$ cat src/rtl/gbn_pkg.sv
// Package for the go-back-n sender: payload structs, opcodes, states,
// register indexes and reset values. No dependencies.
`timescale 1ns / 1ps
package gbn_pkg;

    localparam int SEQ_W        = 8;
    localparam int CNT_W        = 5;
    localparam int RESULT_LIMIT = 16;
    localparam int CFG_IDX_W    = 3;
    localparam int CFG_DATA_W   = 32;

    localparam logic [CFG_IDX_W-1:0] CFG_WINDOW_SIZE     = 3'd0;
    localparam logic [CFG_IDX_W-1:0] CFG_INITIAL_TIMEOUT = 3'd1;
    localparam logic [CFG_IDX_W-1:0] CFG_MAX_ATTEMPTS    = 3'd2;
    localparam logic [CFG_IDX_W-1:0] CFG_TOTAL_ACKS      = 3'd3;
    localparam logic [CFG_IDX_W-1:0] CFG_ADAPT_AFTER     = 3'd4;

    localparam logic [1:0] MODE_OFFER = 2'd0;
    localparam logic [1:0] MODE_ACK   = 2'd1;
    localparam logic [1:0] MODE_TICK  = 2'd2;

    localparam logic [4:0]  WINDOW_RST  = 5'd10;
    localparam logic [31:0] TIMEOUT_RST = 32'd100000;
    localparam logic [3:0]  MAXATT_RST  = 4'd5;
    localparam logic [15:0] TOTAL_RST   = 16'd40;
    localparam logic [7:0]  ADAPT_RST   = 8'd10;

    typedef enum logic [1:0] {OP_OFFER, OP_ACK, OP_TICK, OP_NOP} t_op;

    typedef enum logic [3:0] {
        ST_IDLE, ST_ACK_RD, ST_MUL, ST_ADD, ST_DIV, ST_TMO,
        ST_TICK_RD, ST_WALK_RD, ST_WALK_CHK, ST_EMIT
    } t_state;

    typedef struct packed {
        logic [1:0]       mode;
        logic [SEQ_W-1:0] ack_seq;
    } t_in_item;

    typedef struct packed {
        t_op              op;
        logic [SEQ_W-1:0] ack_seq;
    } t_cmd;

    typedef struct packed {
        logic             send_valid;
        logic [SEQ_W-1:0] send_seq;
        logic             is_retransmit;
        logic             offer_accepted;
        logic             ack_taken;
        logic             failed;
        logic             finished;
        logic [SEQ_W-1:0] window_base;
        logic [CNT_W-1:0] outstanding;
        logic             last;
    } t_out_item;

    typedef struct packed {
        logic                  we;
        logic [CFG_IDX_W-1:0]  idx;
        logic [CFG_DATA_W-1:0] data;
    } t_cfg_wr;

endpackage

$ cat src/rtl/gbn_front.sv
// Front end: accepts input transfers, decodes the mode into an opcode and
// queues commands for the engine (two entries). Depends on gbn_pkg.
`timescale 1ns / 1ps
module gbn_front import gbn_pkg::*; (
    input  logic     i_clk,
    input  logic     i_rst_n,
    input  logic     i_push,
    output logic     o_full,
    input  t_in_item i_in,
    output logic     o_cmd_valid,
    output t_cmd     o_cmd,
    input  logic     i_cmd_pop
);
    t_cmd       r_mem [2];
    logic       r_wp, r_rp;
    logic [1:0] r_cnt;
    t_cmd       cmd_in;
    logic       do_wr, do_rd;

    always_comb begin
        cmd_in.ack_seq = i_in.ack_seq;
        unique case (i_in.mode)
            MODE_OFFER: cmd_in.op = OP_OFFER;
            MODE_ACK:   cmd_in.op = OP_ACK;
            MODE_TICK:  cmd_in.op = OP_TICK;
            default:    cmd_in.op = OP_NOP;
        endcase
    end

    assign o_full      = (r_cnt == 2'd2);
    assign o_cmd_valid = (r_cnt != 2'd0);
    assign o_cmd       = r_mem[r_rp];
    assign do_wr       = i_push && !o_full;
    assign do_rd       = i_cmd_pop && o_cmd_valid;

    always_ff @(posedge i_clk) begin
        if (do_wr) begin
            r_mem[r_wp] <= cmd_in;
        end
    end

    always_ff @(posedge i_clk) begin
        if (!i_rst_n) begin
            r_wp  <= 1'b0;
            r_rp  <= 1'b0;
            r_cnt <= 2'd0;
        end else begin
            if (do_wr) r_wp <= ~r_wp;
            if (do_rd) r_rp <= ~r_rp;
            r_cnt <= r_cnt + {1'b0, do_wr} - {1'b0, do_rd};
        end
    end
endmodule

$ cat src/rtl/gbn_out_q.sv
// Result queue: four entries between the engine and the result port.
// Depends on gbn_pkg.
`timescale 1ns / 1ps
module gbn_out_q import gbn_pkg::*; (
    input  logic      i_clk,
    input  logic      i_rst_n,
    input  logic      i_wr,
    input  t_out_item i_item,
    output logic      o_full,
    output logic      o_empty,
    input  logic      i_pop,
    output t_out_item o_item
);
    t_out_item  r_mem [4];
    logic [1:0] r_wp, r_rp;
    logic [2:0] r_cnt;
    logic       do_wr, do_rd;

    assign o_full  = (r_cnt == 3'd4);
    assign o_empty = (r_cnt == 3'd0);
    assign o_item  = r_mem[r_rp];
    assign do_wr   = i_wr && !o_full;
    assign do_rd   = i_pop && !o_empty;

    always_ff @(posedge i_clk) begin
        if (do_wr) begin
            r_mem[r_wp] <= i_item;
        end
    end

    always_ff @(posedge i_clk) begin
        if (!i_rst_n) begin
            r_wp  <= 2'd0;
            r_rp  <= 2'd0;
            r_cnt <= 3'd0;
        end else begin
            if (do_wr) r_wp <= r_wp + 2'd1;
            if (do_rd) r_rp <= r_rp + 2'd1;
            r_cnt <= r_cnt + {2'b0, do_wr} - {2'b0, do_rd};
        end
    end
endmodule

$ cat src/rtl/gbn_engine.sv
// Back end: window state, stamp/attempt memory, RTT mean with serial
// divider, resend walk and result emission. Depends on gbn_pkg.
`timescale 1ns / 1ps
module gbn_engine import gbn_pkg::*; #(
    parameter int MAX_WINDOW = 16,
    parameter int TIME_BITS  = 32
) (
    input  logic      i_clk,
    input  logic      i_rst_n,
    input  t_cfg_wr   i_cfg,
    input  logic      i_cmd_valid,
    input  t_cmd      i_cmd,
    output logic      o_cmd_pop,
    output logic      o_res_push,
    output t_out_item o_res,
    input  logic      i_res_full
);
    localparam int SLOT_W = (MAX_WINDOW > 1) ? $clog2(MAX_WINDOW) : 1;
    localparam int SUM_W  = ((SLOT_W > CNT_W) ? SLOT_W : CNT_W) + 1;
    localparam int LIM    = (MAX_WINDOW < RESULT_LIMIT) ? MAX_WINDOW : RESULT_LIMIT;
    localparam int DW     = TIME_BITS + 17;
    localparam int CW     = $clog2(DW);
    localparam logic [TIME_BITS-1:0] HALF = {1'b0, {(TIME_BITS-1){1'b1}}};

    // stamp / attempt memory
    logic [TIME_BITS-1:0] stamp_mem [MAX_WINDOW];
    logic [3:0]           att_mem   [MAX_WINDOW];
    logic                 mem_we;
    logic [SLOT_W-1:0]    mem_wa, mem_ra;
    logic [TIME_BITS-1:0] mem_stamp_wd;
    logic [3:0]           mem_att_wd;
    logic [TIME_BITS-1:0] r_rd_stamp;
    logic [3:0]           r_rd_att;

    t_state r_state, n_state;
    logic [4:0]  r_window, n_window;
    logic [31:0] r_init_to, n_init_to;
    logic [3:0]  r_max_att, n_max_att;
    logic [15:0] r_total, n_total;
    logic [7:0]  r_adapt, n_adapt;
    logic [SEQ_W-1:0]     r_base, n_base, r_next, n_next, r_start, n_start;
    logic [CNT_W-1:0]     r_pending, n_pending, r_nsend, n_nsend;
    logic [CNT_W-1:0]     r_k, n_k, r_walk_i, n_walk_i, r_off, n_off;
    logic [SLOT_W-1:0]    r_head, n_head;
    logic [TIME_BITS-1:0] r_clock, n_clock, r_mean, n_mean;
    logic [TIME_BITS-1:0] r_timeout, n_timeout, r_sample, n_sample;
    logic [15:0]          r_retired, n_retired, r_taken, n_taken, r_rem, n_rem;
    logic                 r_fail, n_fail, r_retx, n_retx, r_acc, n_acc, r_tkn, n_tkn;
    logic [DW-1:0]        r_prod, n_prod, r_quo, n_quo;
    logic [CW-1:0]        r_div_cnt, n_div_cnt;

    logic                 halted;
    logic [CNT_W-1:0]     eff_win, cnt, last_idx;
    logic [TIME_BITS-1:0] age, q_time;
    logic [16:0]          ret_sum, rem_sh;
    logic [TIME_BITS+15:0] prod_full;
    t_op                  op;

    function automatic logic [SLOT_W-1:0] slot_of(input logic [SLOT_W-1:0] head,
                                                   input logic [CNT_W-1:0] ofs);
        logic [SUM_W-1:0] s;
        s = SUM_W'(head) + SUM_W'(ofs);
        if (s >= SUM_W'(MAX_WINDOW)) s = s - SUM_W'(MAX_WINDOW);
        return s[SLOT_W-1:0];
    endfunction

    always_ff @(posedge i_clk) begin
        if (mem_we) begin
            stamp_mem[mem_wa] <= mem_stamp_wd;
            att_mem[mem_wa]   <= mem_att_wd;
        end
        r_rd_stamp <= stamp_mem[mem_ra];
        r_rd_att   <= att_mem[mem_ra];
    end

    assign halted  = r_fail || (r_taken >= r_total);
    assign eff_win = (r_window == 5'd0) ? 5'd1 :
                     (r_window > CNT_W'(LIM)) ? CNT_W'(LIM) : r_window;
    assign cnt     = r_off + 5'd1;
    assign age     = r_clock - r_rd_stamp;
    assign ret_sum = {1'b0, r_retired} + 17'(cnt);
    assign prod_full = r_mean * (r_taken - 16'd1);
    assign rem_sh  = {r_rem, r_quo[DW-1]};
    assign q_time  = r_quo[TIME_BITS-1:0];
    assign last_idx = (r_nsend == 5'd0) ? 5'd0 : r_nsend - 5'd1;
    assign op      = halted ? OP_NOP : i_cmd.op;

    always_comb begin
        n_state = r_state;
        n_window = r_window; n_init_to = r_init_to; n_max_att = r_max_att;
        n_total = r_total;   n_adapt = r_adapt;
        n_base = r_base;     n_next = r_next;       n_start = r_start;
        n_pending = r_pending; n_nsend = r_nsend;   n_k = r_k;
        n_walk_i = r_walk_i; n_off = r_off;         n_head = r_head;
        n_clock = r_clock;   n_mean = r_mean;       n_timeout = r_timeout;
        n_sample = r_sample; n_retired = r_retired; n_taken = r_taken;
        n_rem = r_rem;       n_fail = r_fail;       n_retx = r_retx;
        n_acc = r_acc;       n_tkn = r_tkn;         n_prod = r_prod;
        n_quo = r_quo;       n_div_cnt = r_div_cnt;
        mem_we = 1'b0; mem_wa = r_head; mem_ra = r_head;
        mem_stamp_wd = r_clock; mem_att_wd = 4'd1;
        o_cmd_pop = 1'b0; o_res_push = 1'b0;

        o_res.send_valid     = (r_nsend != 5'd0);
        o_res.send_seq       = (r_nsend != 5'd0) ? r_start + SEQ_W'(r_k) : '0;
        o_res.is_retransmit  = (r_nsend != 5'd0) && r_retx;
        o_res.offer_accepted = r_acc;
        o_res.ack_taken      = r_tkn;
        o_res.failed         = r_fail;
        o_res.finished       = (r_taken >= r_total);
        o_res.window_base    = r_base;
        o_res.outstanding    = r_pending;
        o_res.last           = (r_k == last_idx);

        unique case (r_state)
            ST_IDLE: begin
                if (i_cmd_valid) begin
                    o_cmd_pop = 1'b1;
                    n_nsend = '0; n_retx = 1'b0; n_acc = 1'b0; n_tkn = 1'b0; n_k = '0;
                    n_state = ST_EMIT;
                    unique case (op)
                        OP_OFFER: begin
                            if (r_pending < eff_win) begin
                                mem_we = 1'b1;
                                mem_wa = slot_of(r_head, r_pending);
                                n_start = r_next;
                                n_next = r_next + 8'd1;
                                n_pending = r_pending + 5'd1;
                                n_acc = 1'b1;
                                n_nsend = 5'd1;
                            end
                        end
                        OP_ACK: begin
                            if ((i_cmd.ack_seq - r_base) < {3'b0, r_pending}) begin
                                n_off = CNT_W'(i_cmd.ack_seq - r_base);
                                mem_ra = slot_of(r_head, CNT_W'(i_cmd.ack_seq - r_base));
                                n_state = ST_ACK_RD;
                            end
                        end
                        OP_TICK: begin
                            n_clock = r_clock + 1'b1;
                            if (r_pending != 5'd0) n_state = ST_TICK_RD;
                        end
                        default: ;
                    endcase
                end
            end
            ST_ACK_RD: begin
                n_sample  = age;
                n_head    = slot_of(r_head, cnt);
                n_base    = r_base + SEQ_W'(cnt);
                n_pending = r_pending - cnt;
                n_retired = ret_sum[16] ? 16'hFFFF : ret_sum[15:0];
                if (r_taken != 16'hFFFF) n_taken = r_taken + 16'd1;
                n_tkn   = 1'b1;
                n_state = ST_MUL;
            end
            ST_MUL: begin
                n_prod  = DW'(prod_full);
                n_state = ST_ADD;
            end
            ST_ADD: begin
                n_quo     = r_prod + DW'(r_sample);
                n_rem     = '0;
                n_div_cnt = '0;
                n_state   = ST_DIV;
            end
            ST_DIV: begin
                if (rem_sh >= {1'b0, r_taken}) begin
                    n_rem = 16'(rem_sh - {1'b0, r_taken});
                    n_quo = {r_quo[DW-2:0], 1'b1};
                end else begin
                    n_rem = rem_sh[15:0];
                    n_quo = {r_quo[DW-2:0], 1'b0};
                end
                n_div_cnt = r_div_cnt + 1'b1;
                if (r_div_cnt == CW'(DW-1)) n_state = ST_TMO;
            end
            ST_TMO: begin
                n_mean = q_time;
                if (r_taken > {8'b0, r_adapt}) begin
                    n_timeout = (q_time > HALF) ? '1 : {q_time[TIME_BITS-2:0], 1'b0};
                end
                n_state = ST_EMIT;
            end
            ST_TICK_RD: begin
                if (age > r_timeout) begin
                    n_retx   = 1'b1;
                    n_start  = r_base;
                    n_walk_i = '0;
                    n_state  = ST_WALK_RD;
                end else begin
                    n_state = ST_EMIT;
                end
            end
            ST_WALK_RD: begin
                mem_ra  = slot_of(r_head, r_walk_i);
                n_state = ST_WALK_CHK;
            end
            ST_WALK_CHK: begin
                if (r_rd_att > r_max_att) begin
                    n_fail  = 1'b1;
                    n_state = ST_EMIT;
                end else begin
                    mem_we     = 1'b1;
                    mem_wa     = slot_of(r_head, r_walk_i);
                    mem_att_wd = (r_rd_att == 4'd15) ? 4'd15 : r_rd_att + 4'd1;
                    n_nsend    = r_nsend + 5'd1;
                    n_walk_i   = r_walk_i + 5'd1;
                    n_state    = (r_walk_i + 5'd1 == r_pending) ? ST_EMIT : ST_WALK_RD;
                end
            end
            ST_EMIT: begin
                if (!i_res_full) begin
                    o_res_push = 1'b1;
                    if (r_k == last_idx) n_state = ST_IDLE;
                    else n_k = r_k + 5'd1;
                end
            end
            default: n_state = ST_IDLE;
        endcase

        // register writes are to arrive only while idle: a rule for the user, not enforced here
        if (i_cfg.we) begin
            unique case (i_cfg.idx)
                CFG_WINDOW_SIZE: n_window = i_cfg.data[4:0];
                CFG_INITIAL_TIMEOUT: begin
                    n_init_to = i_cfg.data;
                    if (r_taken <= {8'b0, r_adapt}) n_timeout = TIME_BITS'(i_cfg.data);
                end
                CFG_MAX_ATTEMPTS: n_max_att = i_cfg.data[3:0];
                CFG_TOTAL_ACKS:   n_total   = i_cfg.data[15:0];
                CFG_ADAPT_AFTER:  n_adapt   = i_cfg.data[7:0];
                default: ;
            endcase
        end
    end

    always_ff @(posedge i_clk) begin
        if (!i_rst_n) begin
            r_state <= ST_IDLE;
            r_window <= WINDOW_RST; r_init_to <= TIMEOUT_RST; r_max_att <= MAXATT_RST;
            r_total <= TOTAL_RST;   r_adapt <= ADAPT_RST;
            r_base <= '0; r_next <= '0; r_pending <= '0; r_head <= '0;
            r_clock <= '0; r_mean <= '0; r_retired <= '0; r_taken <= '0;
            r_timeout <= TIME_BITS'(TIMEOUT_RST); r_fail <= 1'b0;
            r_nsend <= '0; r_k <= '0; r_walk_i <= '0; r_div_cnt <= '0;
            r_retx <= 1'b0; r_acc <= 1'b0; r_tkn <= 1'b0;
        end else begin
            r_state <= n_state;
            r_window <= n_window; r_init_to <= n_init_to; r_max_att <= n_max_att;
            r_total <= n_total;   r_adapt <= n_adapt;
            r_base <= n_base; r_next <= n_next; r_pending <= n_pending; r_head <= n_head;
            r_clock <= n_clock; r_mean <= n_mean; r_retired <= n_retired;
            r_taken <= n_taken; r_timeout <= n_timeout; r_fail <= n_fail;
            r_nsend <= n_nsend; r_k <= n_k; r_walk_i <= n_walk_i; r_div_cnt <= n_div_cnt;
            r_retx <= n_retx; r_acc <= n_acc; r_tkn <= n_tkn;
        end
    end

    always_ff @(posedge i_clk) begin
        r_start <= n_start; r_off <= n_off; r_sample <= n_sample;
        r_prod <= n_prod; r_quo <= n_quo; r_rem <= n_rem;
    end

    a_pending_lim: assert property (@(posedge i_clk) disable iff (!i_rst_n)
        r_pending <= CNT_W'(LIM)) else $error("outstanding beyond window limit");
    a_push_emit: assert property (@(posedge i_clk) disable iff (!i_rst_n)
        o_res_push |-> r_state == ST_EMIT) else $error("result push outside emit");
    a_walk_idx: assert property (@(posedge i_clk) disable iff (!i_rst_n)
        r_state == ST_WALK_CHK |-> r_walk_i < r_pending) else $error("walk overran");
    a_last_idle: assert property (@(posedge i_clk) disable iff (!i_rst_n)
        (o_res_push && !i_res_full && o_res.last) |=> r_state == ST_IDLE)
        else $error("no return to idle after last result");
endmodule

$ cat src/rtl/go_back_n_sender.sv
// Top level of the go-back-n sender scheduler: front command queue, engine,
// result queue. Depends on gbn_pkg, gbn_front, gbn_engine, gbn_out_q.
//
//  channel   ports                          transfer when
//  input     i_push, o_full, i_in            i_push && !o_full
//  result    o_empty, i_pop, o_out           i_pop && !o_empty
//  config    i_cfg_we, i_cfg_idx, i_cfg_data i_cfg_we
//
// Offer: decode, then its one result. Tick without resend: decode, timeout
// check, result; the check is skipped when nothing is outstanding.
// Ack: read, retire, multiply, add, bit-serial mean divider, new timeout, result.
// Resend walk: memory read then update for each outstanding entry,
// then one result per cycle. Results drain through a 4-entry queue; a full
// queue stalls the engine, a busy engine fills the 2-entry command queue.
// Reset is synchronous, active low; stamp/attempt memory has no reset.
`timescale 1ns / 1ps
module go_back_n_sender import gbn_pkg::*; #(
    parameter int MAX_WINDOW = 16,
    parameter int TIME_BITS  = 32
) (
    input  logic                  i_clk,
    input  logic                  i_rst_n,
    input  logic                  i_push,
    output logic                  o_full,
    input  t_in_item              i_in,
    output logic                  o_empty,
    input  logic                  i_pop,
    output t_out_item             o_out,
    input  logic                  i_cfg_we,
    input  logic [CFG_IDX_W-1:0]  i_cfg_idx,
    input  logic [CFG_DATA_W-1:0] i_cfg_data
);
    logic      cmd_valid, cmd_pop, res_push, res_full;
    t_cmd      cmd;
    t_out_item res;
    t_cfg_wr   cfg;

    assign cfg.we   = i_cfg_we;
    assign cfg.idx  = i_cfg_idx;
    assign cfg.data = i_cfg_data;

    // front: accept and decode
    gbn_front u_front (
        .i_clk, .i_rst_n, .i_push, .o_full, .i_in,
        .o_cmd_valid(cmd_valid), .o_cmd(cmd), .i_cmd_pop(cmd_pop)
    );

    // back: one command at a time
    gbn_engine #(.MAX_WINDOW(MAX_WINDOW), .TIME_BITS(TIME_BITS)) u_engine (
        .i_clk, .i_rst_n, .i_cfg(cfg),
        .i_cmd_valid(cmd_valid), .i_cmd(cmd), .o_cmd_pop(cmd_pop),
        .o_res_push(res_push), .o_res(res), .i_res_full(res_full)
    );

    // result side
    gbn_out_q u_out_q (
        .i_clk, .i_rst_n, .i_wr(res_push), .i_item(res), .o_full(res_full),
        .o_empty, .i_pop, .o_item(o_out)
    );
endmodule

$ cat config.mk
export PLATFORM = sky130hd
export DESIGN_NAME = go_back_n_sender
export DESIGN_NICKNAME = d
export VERILOG_FILES = /design/src/rtl/gbn_pkg.sv /design/src/rtl/gbn_front.sv /design/src/rtl/gbn_out_q.sv /design/src/rtl/gbn_engine.sv /design/src/rtl/go_back_n_sender.sv
export SDC_FILE = /design/constraint.sdc
export NUM_CORES = 2
export LEC_CHECK = 0
export ABC_AREA = 0
export BUFFER_PORTS_ARGS = -buffer_cell sky130_fd_sc_hd__buf_2
export CAP_MARGIN = 20
export CORE_ASPECT_RATIO = 0.6
export CORE_MARGIN = 1.5
export CORE_UTILIZATION = 30
export CTS_BUF_LIST = sky130_fd_sc_hd__clkbuf_8
export DETAILED_ROUTE_END_ITERATION = 8
export SLEW_MARGIN = 30
export SYNTH_ARGS = -nofsm -noshare
export SYNTH_HDL_FRONTEND = slang
export SYNTH_HIERARCHICAL = 1
export SYNTH_SLANG_ARGS = --single-unit
$ cat constraint.sdc
create_clock -name i_clk -period 9.75 [get_ports i_clk]
set_clock_uncertainty 0.1 [all_clocks]
set_input_delay 1.95 -clock i_clk [delete_from_list [all_inputs] [get_ports i_clk]]
set_output_delay 1.95 -clock i_clk [all_outputs]
set_load 0.005 [all_outputs]
==> impl_metrics.json <==
{
  "hp-class": "reg2reg",
  "gp_congestion": 0.902,
  "area_growth_pct": 10.8,
  "via_per_inst": 4.94,
  "nets": 6963,
  "status": "finished, final reports clean",
  "hold_viol_final": 0,
  "synthXorXnorAreaFrac_pct": 3.10,
  "peakVddDrop_mv": 0.201,
  "grt_pass1_wl_um": 287000,
  "critical_path.endpoint_type": "flop",
  "htree_num_levels": 4,
  "setup_slack_ps": 622,
  "worstPathRequired_ps": 10190,
  "fmax_mhz": 110,
  "ys.flop_type": "edfxtp_1",
  "synth_top_cell_by_area": "edfxtp_1",
  "synth_area_um2": 67800,
  "post-route-drc-count": 0,
  "muxShareOfSynthArea_pct": 6.23,
  "drt-pass1-iter-count": 6,
  "synth_top_family_by_area": "adder cells",
  "synthAdderAreaFrac_pct": 20.1,
  "dp_hpwl_um": 130000,
  "worstPathArrival_ps": 9570,
  "synth_top_area_share_pct": 38.4,
  "cp_slowest_cell": "fa_1",
  "clock_latency_ps": 880,
  "critPathMaxStageDelay_ps": 580,
  "die_area_um2": 229000,
  "grt_pass1_vias": 45100,
  "core-area_um2": 223000,
  "utilization_pct": 33.6,
  "cts_root_buffer": "clkbuf_8",
  "cts_sinks": 1115,
  "drv_slew": 0,
  "num-fill-cells": 22200,
  "port_buffers": 79,
  "drtIter0Drc": 4330,
  "num_io_pins": 80,
  "cts_max_path_buffers": 4,
  "worst-path-max-fanout": 23,
  "min_period_ps": 9130,
  "path_class": "reg2reg",
  "vias": 45600,
  "yosys.area_share.simple_pct": 11.5,
  "yosysWarnings": 6,
  "rsz0062_at_grt": "false",
  "crit_path_frequent_cell": "fa_1",
  "syn_nets": 6893,
  "wl_um": 188000,
  "synth-seq-area-share_pct": 45.7,
  "yosys-top-cells-count": "866 x edfxtp_1, 751 x nand2_1, 730 x inv_1",
  "ys_types": 89,
  "power_mw": 17.5,
  "setup_viol": 0,
  "synthArstFlopShare_pct": 0,
  "syn_inst": 6032,
  "rows": 134,
  "cap_viol_max_count": 0,
  "antenna_found_initial": 16,
  "finalCritPeriodShare_pct": 93.6,
  "postCtsSetupBuffers": 0,
  "synth.most_common_cell": "edfxtp_1",
  "chipHeight_um": 371,
  "ant_nets": 0,
  "die_w_um": 617,
  "postSynthAreaPerCell_um2": 11.2,
  "totalNegativeSetupSlack_ps": 0,
  "clk_pin_slew_ps": 70,
  "layout-drive-gt1-share_pct": 8.12,
  "ys_seq_elements": 1115,
  "synth.area.top_cells": "edfxtp_1 38%, fa_1 14%, dfxtp_1 7.4%",
  "cts_tree": "done",
  "start_kind": "flop",
  "wl_per_cell_um": 20.4,
  "max_slew_margin_pct": 21.1,
  "cts_buffers": 169,
  "grt_max_degree": 112,
  "p_leak_nw": 29.7,
  "crit_family": "adder cells",
  "initial_core_util_pct": 30.3,
  "worst_pin_slew_ps": 1180,
  "synth_compound_area_share_pct": 7.67,
  "synth_edf_count": 866,
  "pre_cts_ws_ps": 701,
  "grt_util_all_layers_pct": 16.4,
  "power.density_nw_per_um2": 233,
  "gr-total-overflow": 0,
  "critical_path_buf_inv_count": 4
}
[registers in the layout (all words and copies together) (netlist names), 6 cells and up, named ones only]
register / cells
u_engine/mem_stamp_wd: 32
u_engine/r_rd_stamp: 32
u_engine/r_sample: 32
u_engine/r_base: 8
u_engine/stamp_mem: 512
u_engine/r_div_cnt: 6
u_engine/att_mem: 64
u_engine/r_timeout: 32
u_engine/r_start: 8
u_engine/r_mean: 32
u_front/r_mem: 20
u_engine/r_prod: 48
u_engine/r_total: 16
u_engine/r_adapt: 8
u_out_q/r_mem: 112
u_engine/r_rem: 16
u_engine/r_taken: 16
u_engine/r_next: 8
u_engine/r_quo: 49
[kinds of logic after synthesis]
kind of cell / Yosys count
buf+inv: 1001
simple gates: 1671
mux: 382
fa+ha+maj: 811
xor+xnor: 238
flops: 1115
compound gates: 814
[report_power, final]
part           internal [mW]  leakage, nW  switching [mW]
sequential              5.85         9.97           0.342
combinational           2.78         17.8            4.71
clock                   1.94         1.88            1.87
total                   10.6         29.7            6.92
[worst register-to-register path: cells and delay by family, from the launching register on]
kind,cells,cell delay (ps)
flip-flops,1,410
AO/OA/AOI/OAI,6,1240
AND/OR/NAND/NOR,10,2310
adder cells (fa/ha/maj),7,3590
XOR/XNOR,2,470
buffers and inverters,4,680
[metal layers]
layer	routed length [µm]	part of all wire [%]	GRT usage (%)
met1	91900	49	25.1
met2	74800	40	22.9
met3	18400	9.7	4.32
met4	3480	1.8	3.12
met5	0	0	0
[cell usage in the layout, fill, tap and decap left out, drive strengths merged, types with 33 or more instances in the layout]
master,count
edfxtp,866
inv,798
nand2,752
fa,461
ha,350
mux2i,336
nor2,277
a21oi,255
dfxtp,249
clkbuf,183
o21ai,172
buf,166
and2,165
xnor2,143
nor2b,100
xor2,95
nand3,89
a21o,88
nor3,86
nand4,45
o22ai,41
clkinv,39
and3,36
a22o,34
or3,33
[worst paths after layout]
| path | from | endpoint | slack (ps) | depth (start not counted) |
|---|---|---|---|---|
| worst max-delay path | u_engine/r_taken[2]$_SDFFE_PN0P_ | u_engine/r_prod[44]$_DFFE_PP_ | 620 | 29 |
| worst min-delay path | u_engine/r_total[4]$_SDFFE_PN0P_ | u_engine/r_total[4]$_SDFFE_PN0P_ | 360 | 2 |
| worst max register to register | u_engine/r_taken[2]$_SDFFE_PN0P_ | u_engine/r_prod[44]$_DFFE_PP_ | 620 | 29 |
| worst min register to register | u_engine/r_total[4]$_SDFFE_PN0P_ | u_engine/r_total[4]$_SDFFE_PN0P_ | 360 | 2 |
[area by class of cell]
cell class / count / area (µm²) / share of cell area [%]
multi-input combinational: 3916 / 33300 / 44.3
sequential: 1115 / 31000 / 41.3
tap: 2992 / 3740 / 4.98
inverter: 734 / 2760 / 3.67
clock buffer: 183 / 2520 / 3.35
timing repair buffer: 166 / 1130 / 1.50
clock inverter: 116 / 706 / 0.939
antenna: 7 / 17.5 / 0.0233
[repair_timing]
item                                   in CTS  in global routing
resized for setup                           0                  1
setup endpoints to repair                   0                  1
endpoints found under the hold margin       0                  0
hold buffers                                0                  0
[through the flow]
| step | hold slack [ps] | instance area (µm²) | std cells |
|---|---|---|---|
| global route | 386 | 75100 | 9224 |
| CTS | 358 | 75100 | 9222 |
| finish | 358 | 75100 | 9229 |
| global placement | 344 | 71800 | 8921 |
| detailed placement | 349 | 71800 | 8923 |
| floorplan | 332 | 67800 | 6032 |
(Power assumes the default switching activity.)
